File: src/rtl/i2cra_pkg.sv
// ----------------------------------------------------------------------------
// I2C register access master: shared types and constants
// Payload structs, configuration struct, phase and command codes.
// ----------------------------------------------------------------------------
package i2cra_pkg;

  localparam int PhaseW = 5;

  // sequencer phase codes
  localparam logic [PhaseW-1:0] PH_IDLE     = 5'd0;
  localparam logic [PhaseW-1:0] PH_START_A  = 5'd1;
  localparam logic [PhaseW-1:0] PH_START_B  = 5'd2;
  localparam logic [PhaseW-1:0] PH_TX_LOW   = 5'd3;
  localparam logic [PhaseW-1:0] PH_TX_HIGH  = 5'd4;
  localparam logic [PhaseW-1:0] PH_ACK_LOW  = 5'd5;
  localparam logic [PhaseW-1:0] PH_ACK_HIGH = 5'd6;
  localparam logic [PhaseW-1:0] PH_RS_A     = 5'd7;
  localparam logic [PhaseW-1:0] PH_RS_B     = 5'd8;
  localparam logic [PhaseW-1:0] PH_RS_C     = 5'd9;
  localparam logic [PhaseW-1:0] PH_RX_LOW   = 5'd10;
  localparam logic [PhaseW-1:0] PH_RX_HIGH  = 5'd11;
  localparam logic [PhaseW-1:0] PH_MA_LOW   = 5'd12;
  localparam logic [PhaseW-1:0] PH_MA_HIGH  = 5'd13;
  localparam logic [PhaseW-1:0] PH_STOP_A   = 5'd14;
  localparam logic [PhaseW-1:0] PH_STOP_B   = 5'd15;
  localparam logic [PhaseW-1:0] PH_STOP_C   = 5'd16;
  localparam logic [PhaseW-1:0] PH_ESTOP_A  = 5'd17;
  localparam logic [PhaseW-1:0] PH_ESTOP_B  = 5'd18;
  localparam logic [PhaseW-1:0] PH_ESTOP_C  = 5'd19;

  // command codes
  localparam logic [1:0] CMD_TICK  = 2'd0;
  localparam logic [1:0] CMD_WRITE = 2'd1;
  localparam logic [1:0] CMD_READ  = 2'd2;

  // byte steps of a transaction
  localparam logic [2:0] STEP_ADDR  = 3'd0;
  localparam logic [2:0] STEP_REG   = 3'd1;
  localparam logic [2:0] STEP_THIRD = 3'd2;
  localparam logic [2:0] STEP_FOURTH = 3'd3;
  localparam logic [2:0] STEP_LAST  = 3'd4;

  localparam logic [2:0] LAST_BIT = 3'd7;

  // configuration register indexes
  localparam logic [1:0] CFG_DEVICE_ADDRESS = 2'd0;
  localparam logic [1:0] CFG_ACK_TIMEOUT    = 2'd1;

  localparam logic [6:0] ADDRESS_RESET = 7'd42;
  localparam logic [7:0] TIMEOUT_RESET = 8'd250;

  typedef struct packed {
    logic [1:0]  cmd;
    logic [7:0]  reg_addr;
    logic [15:0] write_data;
    logic        sda_in;
  } in_item_t;

  typedef struct packed {
    logic        scl;
    logic        sda_pull_low;
    logic        busy_res;
    logic        done_res;
    logic        ack_error;
    logic [15:0] read_data;
  } out_item_t;

  typedef struct packed {
    logic [6:0] device_address;
    logic [7:0] ack_timeout;
  } cfg_regs_t;

endpackage

File: src/rtl/i2cra_seq.sv
// ----------------------------------------------------------------------------
// I2C register access master: bus sequencer
// Runs one half-bit tick per enabled cycle: updates the phase state and
// forms the bus levels and status word for that tick.
// ----------------------------------------------------------------------------
module i2cra_seq (
  input  logic                  clk,
  input  logic                  rst_n,
  input  logic                  step_en,
  input  i2cra_pkg::in_item_t   item,
  input  i2cra_pkg::cfg_regs_t  cfg,
  output i2cra_pkg::out_item_t  res
);

  logic [i2cra_pkg::PhaseW-1:0] phase_r, phase_nxt, phase_c;
  logic [2:0]  bit_count_r, bit_count_nxt, bit_count_c;
  logic [7:0]  shift_byte_r, shift_byte_nxt;
  logic [2:0]  byte_step_r, byte_step_nxt, byte_step_c;
  logic [7:0]  wait_count_r, wait_count_nxt, wait_count_c;
  logic [7:0]  held_reg_r, held_reg_nxt, held_reg_c;
  logic [15:0] held_data_r, held_data_nxt, held_data_c;
  logic        is_read_r, is_read_nxt, is_read_c;
  logic [15:0] read_buf_r, read_buf_nxt, read_buf_c;
  logic        start;
  logic [7:0]  rx_byte;

  function automatic logic [7:0] byte_for_step(
    input logic [2:0]  step,
    input logic [6:0]  dev,
    input logic [7:0]  regb,
    input logic [15:0] data,
    input logic        rd
  );
    logic [7:0] b;
    b = 8'h00;
    unique case (step)
      i2cra_pkg::STEP_ADDR:  b = {dev, 1'b0};
      i2cra_pkg::STEP_REG:   b = regb;
      i2cra_pkg::STEP_THIRD: b = rd ? {dev, 1'b1} : data[15:8];
      default:               b = data[7:0];
    endcase
    return b;
  endfunction

  assign start = (phase_r == i2cra_pkg::PH_IDLE) &&
                 ((item.cmd == i2cra_pkg::CMD_WRITE) || (item.cmd == i2cra_pkg::CMD_READ));
  assign rx_byte = {shift_byte_r[6:0], item.sda_in};

  always_comb begin
    // a command in idle is latched and its first start tick runs at once
    phase_c      = start ? i2cra_pkg::PH_START_A : phase_r;
    held_reg_c   = start ? item.reg_addr : held_reg_r;
    held_data_c  = start ? item.write_data : held_data_r;
    is_read_c    = start ? (item.cmd == i2cra_pkg::CMD_READ) : is_read_r;
    read_buf_c   = start ? 16'h0000 : read_buf_r;
    byte_step_c  = start ? i2cra_pkg::STEP_ADDR : byte_step_r;
    bit_count_c  = start ? 3'd0 : bit_count_r;
    wait_count_c = start ? 8'd0 : wait_count_r;

    phase_nxt      = phase_c;
    held_reg_nxt   = held_reg_c;
    held_data_nxt  = held_data_c;
    is_read_nxt    = is_read_c;
    read_buf_nxt   = read_buf_c;
    byte_step_nxt  = byte_step_c;
    bit_count_nxt  = bit_count_c;
    wait_count_nxt = wait_count_c;
    shift_byte_nxt = shift_byte_r;

    res = '0;
    res.scl      = 1'b1;
    res.busy_res = 1'b1;

    unique case (phase_c)
      i2cra_pkg::PH_START_A: begin
        phase_nxt = i2cra_pkg::PH_START_B;
      end
      i2cra_pkg::PH_START_B: begin
        res.sda_pull_low = 1'b1;
        byte_step_nxt  = i2cra_pkg::STEP_ADDR;
        shift_byte_nxt = byte_for_step(i2cra_pkg::STEP_ADDR, cfg.device_address,
                                       held_reg_c, held_data_c, is_read_c);
        bit_count_nxt  = 3'd0;
        phase_nxt      = i2cra_pkg::PH_TX_LOW;
      end
      i2cra_pkg::PH_TX_LOW: begin
        res.scl          = 1'b0;
        res.sda_pull_low = ~shift_byte_r[7];
        phase_nxt        = i2cra_pkg::PH_TX_HIGH;
      end
      i2cra_pkg::PH_TX_HIGH: begin
        res.sda_pull_low = ~shift_byte_r[7];
        shift_byte_nxt   = {shift_byte_r[6:0], 1'b0};
        if (bit_count_c == i2cra_pkg::LAST_BIT) begin
          phase_nxt = i2cra_pkg::PH_ACK_LOW;
        end else begin
          bit_count_nxt = bit_count_c + 3'd1;
          phase_nxt     = i2cra_pkg::PH_TX_LOW;
        end
      end
      i2cra_pkg::PH_ACK_LOW: begin
        res.scl        = 1'b0;
        wait_count_nxt = 8'd0;
        phase_nxt      = i2cra_pkg::PH_ACK_HIGH;
      end
      i2cra_pkg::PH_ACK_HIGH: begin
        if (!item.sda_in) begin
          if (is_read_c && byte_step_c == i2cra_pkg::STEP_REG) begin
            byte_step_nxt = i2cra_pkg::STEP_THIRD;
            phase_nxt     = i2cra_pkg::PH_RS_A;
          end else if (is_read_c && byte_step_c != i2cra_pkg::STEP_ADDR) begin
            byte_step_nxt  = i2cra_pkg::STEP_FOURTH;
            bit_count_nxt  = 3'd0;
            shift_byte_nxt = 8'h00;
            phase_nxt      = i2cra_pkg::PH_RX_LOW;
          end else if (!is_read_c && byte_step_c >= i2cra_pkg::STEP_FOURTH) begin
            phase_nxt = i2cra_pkg::PH_STOP_A;
          end else begin
            // load the next byte to send
            byte_step_nxt  = byte_step_c + 3'd1;
            shift_byte_nxt = byte_for_step(byte_step_c + 3'd1, cfg.device_address,
                                           held_reg_c, held_data_c, is_read_c);
            bit_count_nxt  = 3'd0;
            phase_nxt      = i2cra_pkg::PH_TX_LOW;
          end
        end else if (wait_count_c >= cfg.ack_timeout) begin
          phase_nxt = i2cra_pkg::PH_ESTOP_A;
        end else begin
          wait_count_nxt = wait_count_c + 8'd1;
        end
      end
      i2cra_pkg::PH_RS_A: begin
        res.scl   = 1'b0;
        phase_nxt = i2cra_pkg::PH_RS_B;
      end
      i2cra_pkg::PH_RS_B: begin
        phase_nxt = i2cra_pkg::PH_RS_C;
      end
      i2cra_pkg::PH_RS_C: begin
        res.sda_pull_low = 1'b1;
        byte_step_nxt  = i2cra_pkg::STEP_THIRD;
        shift_byte_nxt = byte_for_step(i2cra_pkg::STEP_THIRD, cfg.device_address,
                                       held_reg_c, held_data_c, is_read_c);
        bit_count_nxt  = 3'd0;
        phase_nxt      = i2cra_pkg::PH_TX_LOW;
      end
      i2cra_pkg::PH_RX_LOW: begin
        res.scl   = 1'b0;
        phase_nxt = i2cra_pkg::PH_RX_HIGH;
      end
      i2cra_pkg::PH_RX_HIGH: begin
        shift_byte_nxt = rx_byte;
        if (bit_count_c == i2cra_pkg::LAST_BIT) begin
          read_buf_nxt = {read_buf_c[7:0], rx_byte};
          phase_nxt    = i2cra_pkg::PH_MA_LOW;
        end else begin
          bit_count_nxt = bit_count_c + 3'd1;
          phase_nxt     = i2cra_pkg::PH_RX_LOW;
        end
      end
      i2cra_pkg::PH_MA_LOW: begin
        res.scl          = 1'b0;
        res.sda_pull_low = (byte_step_c == i2cra_pkg::STEP_FOURTH);
        phase_nxt        = i2cra_pkg::PH_MA_HIGH;
      end
      i2cra_pkg::PH_MA_HIGH: begin
        res.sda_pull_low = (byte_step_c == i2cra_pkg::STEP_FOURTH);
        if (byte_step_c == i2cra_pkg::STEP_FOURTH) begin
          byte_step_nxt  = i2cra_pkg::STEP_LAST;
          bit_count_nxt  = 3'd0;
          shift_byte_nxt = 8'h00;
          phase_nxt      = i2cra_pkg::PH_RX_LOW;
        end else begin
          phase_nxt = i2cra_pkg::PH_STOP_A;
        end
      end
      i2cra_pkg::PH_STOP_A: begin
        res.scl          = 1'b0;
        res.sda_pull_low = 1'b1;
        phase_nxt        = i2cra_pkg::PH_STOP_B;
      end
      i2cra_pkg::PH_ESTOP_A: begin
        res.scl          = 1'b0;
        res.sda_pull_low = 1'b1;
        phase_nxt        = i2cra_pkg::PH_ESTOP_B;
      end
      i2cra_pkg::PH_STOP_B: begin
        res.sda_pull_low = 1'b1;
        phase_nxt        = i2cra_pkg::PH_STOP_C;
      end
      i2cra_pkg::PH_ESTOP_B: begin
        res.sda_pull_low = 1'b1;
        phase_nxt        = i2cra_pkg::PH_ESTOP_C;
      end
      i2cra_pkg::PH_STOP_C: begin
        res.done_res  = 1'b1;
        res.read_data = is_read_c ? read_buf_c : 16'h0000;
        phase_nxt     = i2cra_pkg::PH_IDLE;
      end
      i2cra_pkg::PH_ESTOP_C: begin
        res.done_res  = 1'b1;
        res.ack_error = 1'b1;
        phase_nxt     = i2cra_pkg::PH_IDLE;
      end
      default: begin
        res.busy_res = 1'b0;
        phase_nxt    = i2cra_pkg::PH_IDLE;
      end
    endcase
  end

  always_ff @(posedge clk) begin
    if (!rst_n) begin
      phase_r      <= i2cra_pkg::PH_IDLE;
      bit_count_r  <= 3'd0;
      shift_byte_r <= 8'h00;
      byte_step_r  <= 3'd0;
      wait_count_r <= 8'd0;
      held_reg_r   <= 8'h00;
      held_data_r  <= 16'h0000;
      is_read_r    <= 1'b0;
      read_buf_r   <= 16'h0000;
    end else if (step_en) begin
      phase_r      <= phase_nxt;
      bit_count_r  <= bit_count_nxt;
      shift_byte_r <= shift_byte_nxt;
      byte_step_r  <= byte_step_nxt;
      wait_count_r <= wait_count_nxt;
      held_reg_r   <= held_reg_nxt;
      held_data_r  <= held_data_nxt;
      is_read_r    <= is_read_nxt;
      read_buf_r   <= read_buf_nxt;
    end
  end

endmodule

File: src/rtl/i2c_register_access_master_core.sv
// ----------------------------------------------------------------------------
// I2C register access master core
// Data path: a word accepted into the input register passes through the
// sequencer into the result register, which drives out_data.
// Throughput: one word per cycle while the result is not stalled; the input
// register and the result register part the two channels, so a stalled
// result still lets one word in. Reset: synchronous, active low; sequencer
// idle, device_address 42, ack_timeout 250. The configuration port is always ready.
// ----------------------------------------------------------------------------
module i2c_register_access_master_core (
  input  logic                  clk,
  input  logic                  rst_n,
  input  logic                  in_valid,
  output logic                  in_ready,
  input  i2cra_pkg::in_item_t   in_data,
  output logic                  out_valid,
  input  logic                  out_ready,
  output i2cra_pkg::out_item_t  out_data,
  input  logic                  cfg_valid,
  output logic                  cfg_ready,
  input  logic [1:0]            cfg_index,
  input  logic [7:0]            cfg_data
);

  i2cra_pkg::in_item_t  in_item_r;
  logic                 in_valid_r;
  i2cra_pkg::out_item_t out_item_r;
  logic                 out_valid_r;
  i2cra_pkg::cfg_regs_t cfg_r;
  i2cra_pkg::out_item_t step_res;
  logic                 out_load;
  logic                 step_en;

  assign out_load  = !out_valid_r || out_ready;
  assign step_en   = in_valid_r && out_load;
  assign in_ready  = !in_valid_r || step_en;
  assign cfg_ready = 1'b1;
  assign out_valid = out_valid_r;
  assign out_data  = out_item_r;

  always_ff @(posedge clk) begin
    if (!rst_n) begin
      in_valid_r <= 1'b0;
    end else if (in_ready) begin
      in_valid_r <= in_valid;
    end
  end

  always_ff @(posedge clk) begin
    if (in_ready && in_valid) begin
      in_item_r <= in_data;
    end
  end

  always_ff @(posedge clk) begin
    if (!rst_n) begin
      out_valid_r <= 1'b0;
    end else if (out_load) begin
      out_valid_r <= in_valid_r;
    end
  end

  always_ff @(posedge clk) begin
    if (step_en) begin
      out_item_r <= step_res;
    end
  end

  always_ff @(posedge clk) begin
    if (!rst_n) begin
      cfg_r.device_address <= i2cra_pkg::ADDRESS_RESET;
      cfg_r.ack_timeout    <= i2cra_pkg::TIMEOUT_RESET;
    end else if (cfg_valid) begin
      // drop writes beyond the register list
      if (cfg_index == i2cra_pkg::CFG_DEVICE_ADDRESS) begin
        cfg_r.device_address <= cfg_data[6:0];
      end else if (cfg_index == i2cra_pkg::CFG_ACK_TIMEOUT) begin
        cfg_r.ack_timeout <= cfg_data;
      end
    end
  end

  i2cra_seq u_seq (
    .clk     (clk),
    .rst_n   (rst_n),
    .step_en (step_en),
    .item    (in_item_r),
    .cfg     (cfg_r),
    .res     (step_res)
  );

  a_done_busy: assert property (@(posedge clk) disable iff (!rst_n)
    out_valid_r && out_item_r.done_res |-> out_item_r.busy_res)
    else $error("done word without busy");

  a_err_done: assert property (@(posedge clk) disable iff (!rst_n)
    out_valid_r && out_item_r.ack_error |-> out_item_r.done_res)
    else $error("ack error without done");

  a_rd_done: assert property (@(posedge clk) disable iff (!rst_n)
    out_valid_r && (out_item_r.read_data != 16'h0000) |-> out_item_r.done_res)
    else $error("read data outside done");

  a_in_hold: assert property (@(posedge clk) disable iff (!rst_n)
    in_valid_r && !step_en |=> in_valid_r && $stable(in_item_r))
    else $error("held input word lost");

endmodule

File: config.mk
export PLATFORM = sky130hd
export DESIGN_NAME = i2c_register_access_master_core
export DESIGN_NICKNAME = d
export VERILOG_FILES = /design/src/rtl/i2cra_pkg.sv /design/src/rtl/i2cra_seq.sv /design/src/rtl/i2c_register_access_master_core.sv
export SDC_FILE = /design/constraint.sdc
export NUM_CORES = 1
export LEC_CHECK = 0
export BUFFER_PORTS_ARGS = -buffer_cell sky130_fd_sc_hd__buf_2
export CORE_AREA = 5 5 147 149
export DETAILED_ROUTE_END_ITERATION = 8
export DIE_AREA = 0 0 152 154
export PLACE_DENSITY_LB_ADDON = 0.15
export REMOVE_ABC_BUFFERS = 1
export SYNTH_ARGS = -nofsm -noshare
export SYNTH_HDL_FRONTEND = slang
export SYNTH_SLANG_ARGS = --single-unit
File: constraint.sdc
create_clock -name clk -period 4.2 [get_ports clk]
set_input_delay 0.63 -clock clk [delete_from_list [all_inputs] [get_ports clk]]
set_output_delay 0.63 -clock clk [all_outputs]
set_load 0.03 [all_outputs]
Word level (Yosys, flattened, before mapping)
Cells that the tools add are included.

Output and inout port bits: 24. Bits of input ports: 42. Register bits after elaboration: 133.

Bitwise gates (word level): 2. Muxes and demuxes: 48. Order comparisons: 2. Reductions and logical operators: 29. Equality and inequality tests: 31. $add $sub $neg: 3.

Operators by type and width (number): 2-to-1 mux 8 bit (10); one-hot mux 5 bit (16 select lines) (1); 2-to-1 mux 16 bit (4); 2-to-1 mux 3 bit (16); one-hot mux 8 bit (6 select lines) (1); equality test 5 x 4 -> 1 bit (second input constant) (8); 2-to-1 mux 5 bit (5); one-hot mux 3 bit (4 select lines) (2); one-hot mux 8 bit (3 select lines) (1); equality test 5 x 3 -> 1 bit (second input constant) (4); equality test 5 bit (second input constant) (4); OR reduction 19 bit (1); one-hot mux 8 bit (2 select lines) (1); equality test 5 x 2 -> 1 bit (second input constant) (2); OR reduction 2 bit (5); adder 8 x 1 -> 8 bit (second input constant) (1); greater-or-equal comparator 8 bit (1); OR reduction 7 bit (1); adder 3 x 1 -> 3 bit (second input constant) (2); equality test 3 x 1 -> 1 bit (second input constant) (2); equality test 3 x 2 -> 1 bit (second input constant) (2); logical AND 1 bit (6); AND reduction 6 bit (1); nonzero test 6 bit (1); other kinds (21) (33).

Longest topological paths before layout
Depth in word-level cells: 12. Gate-level depth with buffers: 18. Mapped depth without buffers: 14.

By module
From an unflattened synthesis, not the netlist that was laid out.

Cell total of the unflattened synthesis: 729. Area, all modules: 6889.1 um2.

By module, submodules not included: i2cra_seq (seq. area each 1361.3 um2, cells an instance 609, instances 1, area an instance 4723.3 um2); i2c_register_access_master_core (seq. area each 1781.7 um2, cells an instance 120, instances 1, area an instance 2165.8 um2).

Worst setup path before layout
Ideal clock, no wire load.

Path type: reg-to-reg. Start point: reg in_item_r[26] in the netlist's numbering. End point: reg u_seq.phase_r[2] in the netlist's numbering. Clock period less this slack: 3.777 ns. Path buffers: 4. Data arrival time: 3.665 ns. Required time: 4.088 ns. Library setup time: 0.112 ns. Path slack: 0.423 ns. Stages on the path, launching flop included: 16. Path through: edfxtp_1 -> ha_1 -> nor3_1 -> clkbuf_1 -> nand2_1 -> buf_2 -> clkbuf_1 -> and2_1 -> ha_1 -> and3_1 -> a21o_1 -> a211oi_1 -> o21ai_1 -> buf_2 -> o211a_1 -> a2111oi_1.

Longest elaborated chain between the ends: 11.

RTL lines: start, declared (line i2c_register_access_master_core.sv:25) `i2cra_pkg::in_item_t in_item_r;`; start signal, assigned (line i2c_register_access_master_core.sv:51) `in_item_r <= in_data;`; equality test 2 x 1 -> 1 bit / equality test 2 bit (equally long branches) (line i2cra_seq.sv:46, i2cra_seq.sv:54); logical OR 1 bit (line i2cra_seq.sv:46) `((item.cmd == i2cra_pkg::CMD_WRITE) || (item.cmd == i2cra_pkg::CMD_READ));`; logical AND 1 bit (line i2cra_seq.sv:45) `assign start = (phase_r == i2cra_pkg::PH_IDLE) &&`; 2-to-1 mux 3 bit / 2-to-1 mux 1 bit (equally long branches) (line i2cra_seq.sv:56, i2cra_seq.sv:54); greater-or-equal comparator 3 x 2 -> 1 bit / zero test 1 bit (equally long branches) (line i2cra_seq.sv:116) `end else if (!is_read_c && byte_step_c >= i2cra_pkg::STEP_FOURTH) begin`; logical AND 1 bit (line i2cra_seq.sv:116); 2-to-1 mux 4 bit (line i2cra_seq.sv:116); 2-to-1 mux 5 bit (line i2cra_seq.sv:111) `end else if (is_read_c && byte_step_c != i2cra_pkg::STEP_ADDR) begin`; 2-to-1 mux 5 bit (line i2cra_seq.sv:108) `if (is_read_c && byte_step_c == i2cra_pkg::STEP_REG) begin`; 2-to-1 mux 5 bit (line i2cra_seq.sv:107) `if (!item.sda_in) begin`; one-hot mux 5 bit (16 select lines) (*) (line i2cra_seq.sv:74) `unique case (phase_c)`; end signal, assigned (line i2cra_seq.sv:214) `phase_r <= i2cra_pkg::PH_IDLE;`; end signal, assigned (line i2cra_seq.sv:224) `phase_r <= phase_nxt;`; end, declared (line i2cra_seq.sv:15) `logic [i2cra_pkg::PhaseW-1:0] phase_r, phase_nxt, phase_c;`.

Every way passes the cells marked *; elsewhere a longest branch is shown, timed or not. A chain may end at the register's enable or synchronous reset.

Worst setup path in the final report
Start point: reg in_item_r[25] in the netlist's numbering. End point: reg u_seq.phase_r[2] in the netlist's numbering.

The elaborated chain is that of the path after synthesis.

==> out/metrics.yaml <==
initial_core_util_pct: 33.5
syn-cell-area_um2: 6720
cp.arrival_ns: 4.00
diodes: 0
status: "complete, no violations"
path_max_fanout: 14
worst_slack_ns: 0.496
wl_met2_um: 8590
min_path_type: "in2reg"
syn-mean-instance-area_um2: 9.13
grt_pass1_vias: 5661
drt_iter0_drc: 576
max_stage_delay_ns: 0.43
final_common_cell: "nand2_1"
crit_type: "reg2reg"
ys_seq_elements: 133
core_um2: 20000
worstMarginPinSlew_ns: 1.10
layout-drive-gt1-share_pct: 16.1
h-tree-depth: 4
cpMostUsedCell: "ha_1"
fin_tns_setup_ns: 0
grt_start_max_net_pins: 41
rows: 52
hold_violations: 0
endpoint_kind: "register"
slowest_stage: "o21ai_1"
placed_cells: 1040
min_period_over_period_pct: 88.2
fp.dieW_um: 152
min_period_ns: 3.70
relSlewSlack_pct: 25.9
top_layer_used: "met4"
synth_cell_types: 70
clock.fmax_ghz: 0.270
cts_inserted_buffers: 17
finalPower_mw: 3.21
synth_sequential_area_ratio_pct: 46.8
path_clk_slew_ns: 0.06
layout_common_cells: "nand2_1 (113), dfxtp_1 (85), buf_2 (64), a21oi_1 (58), edfxtp_1 (48)"
grt-ovfl-total: 0
setup_viol: 0
slew_violations: 0
area_growth_pct: 17.1
worstSetupStartpointType: "register"
crit_chain: "inv_1, ha_1, nor3_1, nand2_1, and2_1, ha_1, and3_1, a21o_1, a211oi_1, o21ai_1, o211a_1, a2111oi_1"
cts_resized: 0
cap_violations: 0
pin_count: 66
clockBufferDepth: 2
cts_tree: "built"
cts_root_buf: "clkbuf_16"
wire_per_inst_um: 17.9
grt_pass1_wl_um: 30800
cts_sinks: 133
p_per_area_nw_per_um2: 408
vias_per_cell: 5.41
grt_use_total_pct: 16.3
synth_async_sr_flop_share_pct: 0
peakVddDrop_uv: 274
skew_ns: 0.0216
drc: 0
route.met3.wl_um: 1040
syn-instance-count: 736
whs_ns: 0.374
portBuffers: 64
fin_cells: 1072
rsz0062_at_grt: "no"
die-area_um2: 23400
dr_total_vias: 5798
leakagePower_nw: 2.99
layout.nets: 847
synth_ff_type: "dfxtp_1"
dr.pass1.iters: 8
place_hpwl_um: 13600
post_cts_buffers: 0
finalWirelength_um: 19200
ant_nets: 0
crit_required_ns: 4.50
gp_congestion: 0.883
ys_warn_count: 0
dpl_worst_slack_ns: 0.545
antenna_found_initial: 0
holdBufCountCts: 0
synth_edf_count: 48
met1Wirelength_um: 9050
clk_latency_ns: 0.43
die_y_um: 154
-- Yosys cell counts (6+ instances only) --
master,number,area [µm²]
nand2_1,113,424
dfxtp_1,85,1700
a21oi_1,58,290
edfxtp_1,48,1440
inv_1,31,116
clkbuf_1,30,113
nor2_1,30,113
nand3_1,27,135
and2_1,26,163
o21ai_0,22,110
mux2i_1,17,170
a22o_1,16,140
ha_1,16,200
nor3_1,14,70.1
o211ai_1,13,97.6
a211oi_1,12,90.1
o21ai_1,12,60.1
buf_2,10,50.1
a31oi_1,9,56.3
nand2b_1,9,56.3
o21a_1,8,60.1
o221ai_1,8,70.1
o22ai_1,8,50.1
a222oi_1,7,70.1
nor4_1,7,43.8
a311oi_1,6,52.6
-- worst paths after layout --
path                                    startpoint                                to  slack (ns)  depth (start not counted)
setup / recovery           in_item_r[25]$_DFFE_PP_     u_seq.phase_r[2]$_SDFFE_PN0P_        0.50                         12
hold / removal                         in_data[14]           in_item_r[14]$_DFFE_PP_        0.37                          1
setup reg to reg           in_item_r[25]$_DFFE_PP_     u_seq.phase_r[2]$_SDFFE_PN0P_        0.50                         12
hold reg to reg   u_seq.held_reg_r[7]$_SDFFE_PN0P_  u_seq.held_reg_r[7]$_SDFFE_PN0P_        0.45                          2
-- metal layers --
metal,GRT usage (%),up-vias
li1,-,2807
met1,22.6,2764
met2,24.5,189
met3,3.18,38
met4,7.28,0
met5,0,-
-- state kept, by name, indices dropped and copies added (netlist names), 5 cells and up --
register / flops
in_item_r: 27
out_data: 21
u_seq.held_data_r: 16
u_seq.read_buf_r: 16
cfg_r: 15
u_seq.held_reg_r: 8
u_seq.shift_byte_r: 8
u_seq.wait_count_r: 8
u_seq.phase_r: 5
-- layout make-up --
type / count / area, µm²
sequential: 133 / 3140
fill: 2070 / 12200
clock inverter: 12 / 120
multi-input combinational: 520 / 3220
tap: 270 / 338
inverter: 33 / 124
clock buffer: 20 / 457
timing repair buffer: 84 / 470
-- metrics by stage --
| step | util (%) | instance area [µm²] |
|---|---|---|
| final | 39.3 | 7870 |
| after detailed placement | 36.4 | 7290 |
| after global placement | 36.4 | 7290 |
| after CTS | 39.3 | 7870 |
| after floorplan | - | 6480 |
| after global routing | 39.3 | 7870 |
-- power by group --
group          internal, mW  switching, mW
registers              1.38         0.0278
clock network         0.856          0.600
logic                 0.114          0.231
-- cell families (layout without fill, tap and decap cells) --
kind of cell,after synthesis,after routing,share of synthesized area [%]
mux,17,17,2.53
xor+xnor,3,3,0.391
other cells,1,1,0.0558
fa+ha+maj,17,17,3.13
compound gates,218,218,22.5
buf+inv,83,149,5.38
flops,133,133,46.8
simple gates,264,264,19.2
-- worst max-delay path, delay by kind of cell, from the launching register on --
kind            cells  cell delay, ns
buf+inv             1            0.04
compound gates      5            1.71
simple gates        4            0.86
flops               1            0.33
fa+ha+maj           2            0.64
Note: power is estimated with default switching activity, not from simulation.
